### src/design/dau_pkg.sv
`default_nettype none

package dau_pkg;

  // angle accumulator counts units of 2^-20 degree
  localparam int ACC_FRAC     = 20;
  localparam int CORDIC_STEPS = 27;

  // bond vectors are kept below 2^29 in magnitude
  localparam int BOND_LIM_BIT = 29;
  localparam int BOND_W       = 30;
  // exact cross product of two bond vectors
  localparam int NRM_W        = 2 * BOND_W + 1;
  localparam int NRM_MAG_W    = NRM_W - 1;
  localparam int LEAD_W       = 6;
  // scaled normal: largest component magnitude in [2^27, 2^28)
  localparam int SCL_TOP      = 27;
  localparam int SCL_W        = 29;
  localparam int PRD_W        = 2 * SCL_W;
  // dot product, squared norms and norm product
  localparam int DOT_W        = 59;
  localparam int MAG_W        = 58;
  localparam int ROOT_W       = MAG_W / 2;
  // cosine magnitude in q1.30
  localparam int Q_FRAC       = 30;
  localparam int Q_W          = Q_FRAC + 1;
  localparam int SIN_IN_W     = 2 * Q_W;
  localparam int SIN_W        = SIN_IN_W / 2;
  // cordic datapath
  localparam int CX_W         = 34;
  localparam int Z_W          = 29;
  localparam int ATAN_W       = 27;

  localparam logic signed [Z_W-1:0] Z_DEG90  = Z_W'(90 <<< ACC_FRAC);
  localparam logic [Z_W-1:0]        Z_DEG180 = Z_W'(180 <<< ACC_FRAC);

  // atan(2^-i) in units of 2^-20 degree
  localparam logic [ATAN_W-1:0] ATAN_TAB [CORDIC_STEPS] = '{
    27'd47185920, 27'd27855475, 27'd14718068, 27'd7471121, 27'd3750058,
    27'd1876857,  27'd938658,   27'd469357,   27'd234682,  27'd117342,
    27'd58671,    27'd29335,    27'd14668,    27'd7334,    27'd3667,
    27'd1833,     27'd917,      27'd458,      27'd229,     27'd115,
    27'd57,       27'd29,       27'd14,       27'd7,       27'd4,
    27'd2,        27'd1
  };

  // flags that ride along the back half of the pipeline
  typedef struct packed {
    logic degen;
    logic neg;
  } flags_t;

endpackage

`default_nettype wire

### src/design/dau_isqrt.sv
`default_nettype none

module dau_isqrt
  import dau_pkg::*;
#(
  parameter int IN_W   = 58,
  parameter int SIDE_W = 1
) (
  input  wire logic              clk_i,
  input  wire logic              rst_ni,
  input  wire logic              en_i,
  input  wire logic              valid_i,
  input  wire logic [IN_W-1:0]   rad_i,
  input  wire logic [SIDE_W-1:0] side_i,
  output logic                   valid_o,
  output logic [IN_W/2-1:0]      root_o,
  output logic [SIDE_W-1:0]      side_o
);

  localparam int RW = IN_W / 2;

  logic              vld  [RW+1];
  logic [IN_W-1:0]   rad  [RW+1];
  logic [RW+1:0]     rem  [RW+1];
  logic [RW-1:0]     root [RW+1];
  logic [SIDE_W-1:0] side [RW+1];

  assign vld[0]  = valid_i;
  assign rad[0]  = rad_i;
  assign rem[0]  = '0;
  assign root[0] = '0;
  assign side[0] = side_i;

  // one result bit per stage, two radicand bits brought down
  for (genvar s = 0; s < RW; s++) begin : g_stg
    logic [RW+1:0] remt;
    logic [RW+1:0] trial;

    assign remt  = {rem[s][RW-1:0], rad[s][IN_W-1 -: 2]};
    assign trial = {root[s], 2'b01};

    always_ff @(posedge clk_i or negedge rst_ni) begin
      if (!rst_ni) begin
        vld[s+1] <= 1'b0;
      end else if (en_i) begin
        vld[s+1] <= vld[s];
      end
    end

    always_ff @(posedge clk_i) begin
      if (en_i) begin
        rad[s+1]  <= rad[s] << 2;
        side[s+1] <= side[s];
        if (remt >= trial) begin
          rem[s+1]  <= remt - trial;
          root[s+1] <= {root[s][RW-2:0], 1'b1};
        end else begin
          rem[s+1]  <= remt;
          root[s+1] <= {root[s][RW-2:0], 1'b0};
        end
      end
    end
  end

  assign valid_o = vld[RW];
  assign root_o  = root[RW];
  assign side_o  = side[RW];

endmodule

`default_nettype wire

### config.mk
export PLATFORM = sky130hd
export DESIGN_NAME = dau_isqrt
export DESIGN_NICKNAME = d
export VERILOG_FILES = /design/src/design/dau_pkg.sv /design/src/design/dau_isqrt.sv
export SDC_FILE = /design/constraint.sdc
export NUM_CORES = 2
export LEC_CHECK = 0
export BUFFER_PORTS_ARGS = -buffer_cell sky130_fd_sc_hd__buf_2
export CORE_MARGIN = 1
export CORE_UTILIZATION = 60
export CTS_BUF_LIST = sky130_fd_sc_hd__clkbuf_16
export CTS_CLUSTER_SIZE = 14
export DETAILED_ROUTE_END_ITERATION = 10
export GPL_ROUTABILITY_DRIVEN = 1
export HOLD_SLACK_MARGIN = 0.1
export PLACE_DENSITY = 0.78
export SYNTH_ARGS = -nofsm -noshare
export SYNTH_HDL_FRONTEND = slang
export SYNTH_SLANG_ARGS = --single-unit
### constraint.sdc
create_clock -name clk_i -period 5.1 [get_ports clk_i]
set_clock_uncertainty 0.15 [all_clocks]
set_input_delay 0.51 -clock clk_i [delete_from_list [all_inputs] [get_ports clk_i]]
set_output_delay 0.51 -clock clk_i [all_outputs]
set_load 0.02 [all_outputs]
==> impl_metrics.env <==
export IMPL_core_area_um2=156900
export IMPL_grt_use_total=0.2391
export IMPL_rows=145
export IMPL_crit_required_ps=5530
export IMPL_cts_num_sinks=2062
export IMPL_post_cts_setup_buffers=0
export IMPL_dieArea_um2=160400
export IMPL_holdPathEnd="rad[1640]"
export IMPL_regToRegSetupSlack_ps=850
export IMPL_syn_avg_cell_area_um2=13.07
export IMPL_dp_cells=9359
export IMPL_crit_type="reg -> reg"
export IMPL_ys_types=97
export IMPL_cts_root_buf="clkbuf_16"
export IMPL_grt_antenna_before_repair=0
export IMPL_fin_crit_ps=4249
export IMPL_final_cell_count_no_fill=9804
export IMPL_critical_path_arrival_ps=4680
export IMPL_wl_per_cell_um=19.59
export IMPL_reg2reg_depth=10
export IMPL_relSlewSlack=0.2586
export IMPL_tns_ps=0
export IMPL_ctsLongestPathBuffers=3
export IMPL_cts_resized=0
export IMPL_rsz0062_at_grt="false"
export IMPL_timing_fmax_mhz=235.4
export IMPL_synth_top_cell_area_share=0.6409
export IMPL_hold_viol=0
export IMPL_post_dp_hpwl_um=136600
export IMPL_gr_total_overflow=0
export IMPL_grt_use_met2=0.4225
export IMPL_leakage_nw=40.63
export IMPL_cts_made_buffers=203
export IMPL_finalWeightedCongestion=0.9176
export IMPL_fp_dieH_um=400.4
export IMPL_synth_edf_count=2033
export IMPL_endpoint_kind="register"
export IMPL_drc_errors=0
export IMPL_initial_core_util=0.6070
export IMPL_busiest_layer="met2"
export IMPL_powerDensity_nw_per_um2=446.3
export IMPL_finalCritPeriodShare=0.8331
export IMPL_netlist_instances=7286
export IMPL_grt_pass1_wl_um=304800
export IMPL_final_antenna_net_count=0
export IMPL_setup_viol=0
export IMPL_yosysWarnings=0
export IMPL_via_per_inst=5.824
export IMPL_use_met3=0.03150
export IMPL_postRouteWirelength_um=192100
export IMPL_min_path_cells=2
export IMPL_h_tree_depth=4
export IMPL_place_port_buffers=93
export IMPL_ys_seq_area_frac=0.6485
export IMPL_clk_pin_slew_ps=60
export IMPL_p_total_mw=47.11
export IMPL_synth_seq_cells=2062
export IMPL_maxCapViolations=0
export IMPL_hold_start="rad_i[14]"
export IMPL_synthesis_area_um2=95250
export IMPL_synthesis_nets=7816
export IMPL_finalMaxSlewViolations=0
export IMPL_die_x_um=400.4
export IMPL_layout_commonest_cell="edfxtp_1"
export IMPL_pin_count=94
export IMPL_startpoint_type="register"
export IMPL_vias=57103
export IMPL_async_flop_share=0.01406
export IMPL_fin_nets=8102
export IMPL_status="complete, no violations"
export IMPL_clkLatencyLatePin_ps=840
export IMPL_yosys_most_used_dff="edfxtp_1"
export IMPL_syn_to_final_growth_pct=10.82
export IMPL_yosysTopAreaCell="edfxtp_1"
export IMPL_diodes=0
export IMPL_cts_tree="yes"
export IMPL_grt_start_max_net_pins=129
export IMPL_grt_use_met1=0.3020
export IMPL_ir_worst_vdd_uv=400.1
export IMPL_worstMarginPinSlew_ps=1084
export IMPL_grt_pass1_vias=56683
export IMPL_min_path_type="in -> reg"
export IMPL_drive_gt1_frac=0.08224
export IMPL_mostFrequentLayoutCells="2033 x edfxtp_1, 617 x inv_1, 533 x nand2_1"
export IMPL_yosys_top_cells_area="edfxtp_1 64%, ha_1 6.1%, xnor2_1 3.2%"
export IMPL_holdWs_ps=213.9
export IMPL_drt_iter0_markers=4112
export IMPL_first_pass_iters=6
export IMPL_r2r_start="g_stg[25].remt[10]"
export IMPL_critPathMaxFanout=31
export IMPL_r2r_end="g_stg[26].remt[14]"
where the power goes:
group	internal, mW	switching (mW)
logic	4.18	5.70
clock network	7.84	6.39
registers	21.5	1.51
total	33.5	13.6
cell usage after synthesis, drive strengths merged (39+ instances only):
library cell and count:
a211oi 39, a21o 170, a21oi 457, a31oi 43, and3 41, clkbuf 128
edfxtp 2033, ha 467, inv 573, mux2 85, nand2 534, nand2b 83
nand3 122, nand4 73, nor2 414, nor2b 70, nor3 151, nor4 93
o21a 77, o21ai 382, o21bai 40, o31ai 54, or3 58, xnor2 345
xor2 285
metal layers:
layer	up-vias	wire, µm
li1	27591	-
met1	27727	79810
met2	1428	97690
met3	357	8126
met4	0	6462
met5	-	0
registers in the layout (all words and copies together) (netlist names):
name,flops
g_stg.remt,813
rad,756
g_stg.trial,406
root_o,29
side,28
vld,28
side_o,1
valid_o,1
how the worst max path moves through the flow:
stage,start,depth (start not counted),endpoint
2_1_floorplan,g_stg[18].remt[2],11,g_stg[19].remt[27]
3_3_place_gp,g_stg[8].remt[8],10,g_stg[9].remt[28]
3_5_place_dp,g_stg[8].remt[7],10,g_stg[9].remt[26]
4_1_cts,g_stg[8].remt[7],10,g_stg[9].remt[26]
5_1_grt,g_stg[25].remt[10],10,g_stg[26].remt[14]
6_report,g_stg[25].remt[10],10,g_stg[26].remt[14]
logic make-up (layout without fill, tap and decap cells):
| family | count (synthesis) | in the layout | share of synthesized area |
|---|---|---|---|
| other | 1 | 1 | 0.00003937 |
| AO/OA/AOI/OAI | 1486 | 1486 | 0.09761 |
| flip-flops | 2062 | 2062 | 0.6485 |
| buffers and inverters | 723 | 1183 | 0.02883 |
| XOR/XNOR | 630 | 630 | 0.05793 |
| multiplexers | 95 | 95 | 0.01110 |
| AND/OR/NAND/NOR | 1822 | 1822 | 0.09462 |
| adder cells (fa/ha/maj) | 467 | 467 | 0.06134 |
metrics by stage:
stage	instance area [µm²]	worst slack [ps]	utilization
after floorplan	95250	1667	-
after global placement	98490	948.8	0.6276
after detailed placement	98490	854.8	0.6276
after CTS	105600	780.7	0.6726
after global routing	105600	568.3	0.6726
final	105600	851.2	0.6726
worst max-delay path, stage by stage, from the launching register on:
cell and delay [ps]:
edfxtp_1 390, ha_1 420, a21oi_1 210, o21ai_0 190, nor4_1 480, nor2_1 180, nor2b_1 170, o41ai_1 430
nand3_1 590, buf_4 470, mux2_2 310
what timing repair did:
| item | 4_1_cts | 5_1_grt |
|---|---|---|
| setup endpoints to repair | 0 | 0 |
| hold buffers | 65 | 0 |
| hold endpoints to repair | 107 | 0 |
final cells by class:
class / instances / area, µm²
clock inverters: 175 / 1295
inverters: 573 / 2151
clock buffers: 204 / 5105
flip-flops and latches: 2062 / 61770
repair buffers: 231 / 1887
multi-input cells: 4501 / 30770
well taps: 2058 / 2575
fillers: 10876 / 51370
Note: power is estimated with default switching activity, not from simulation.
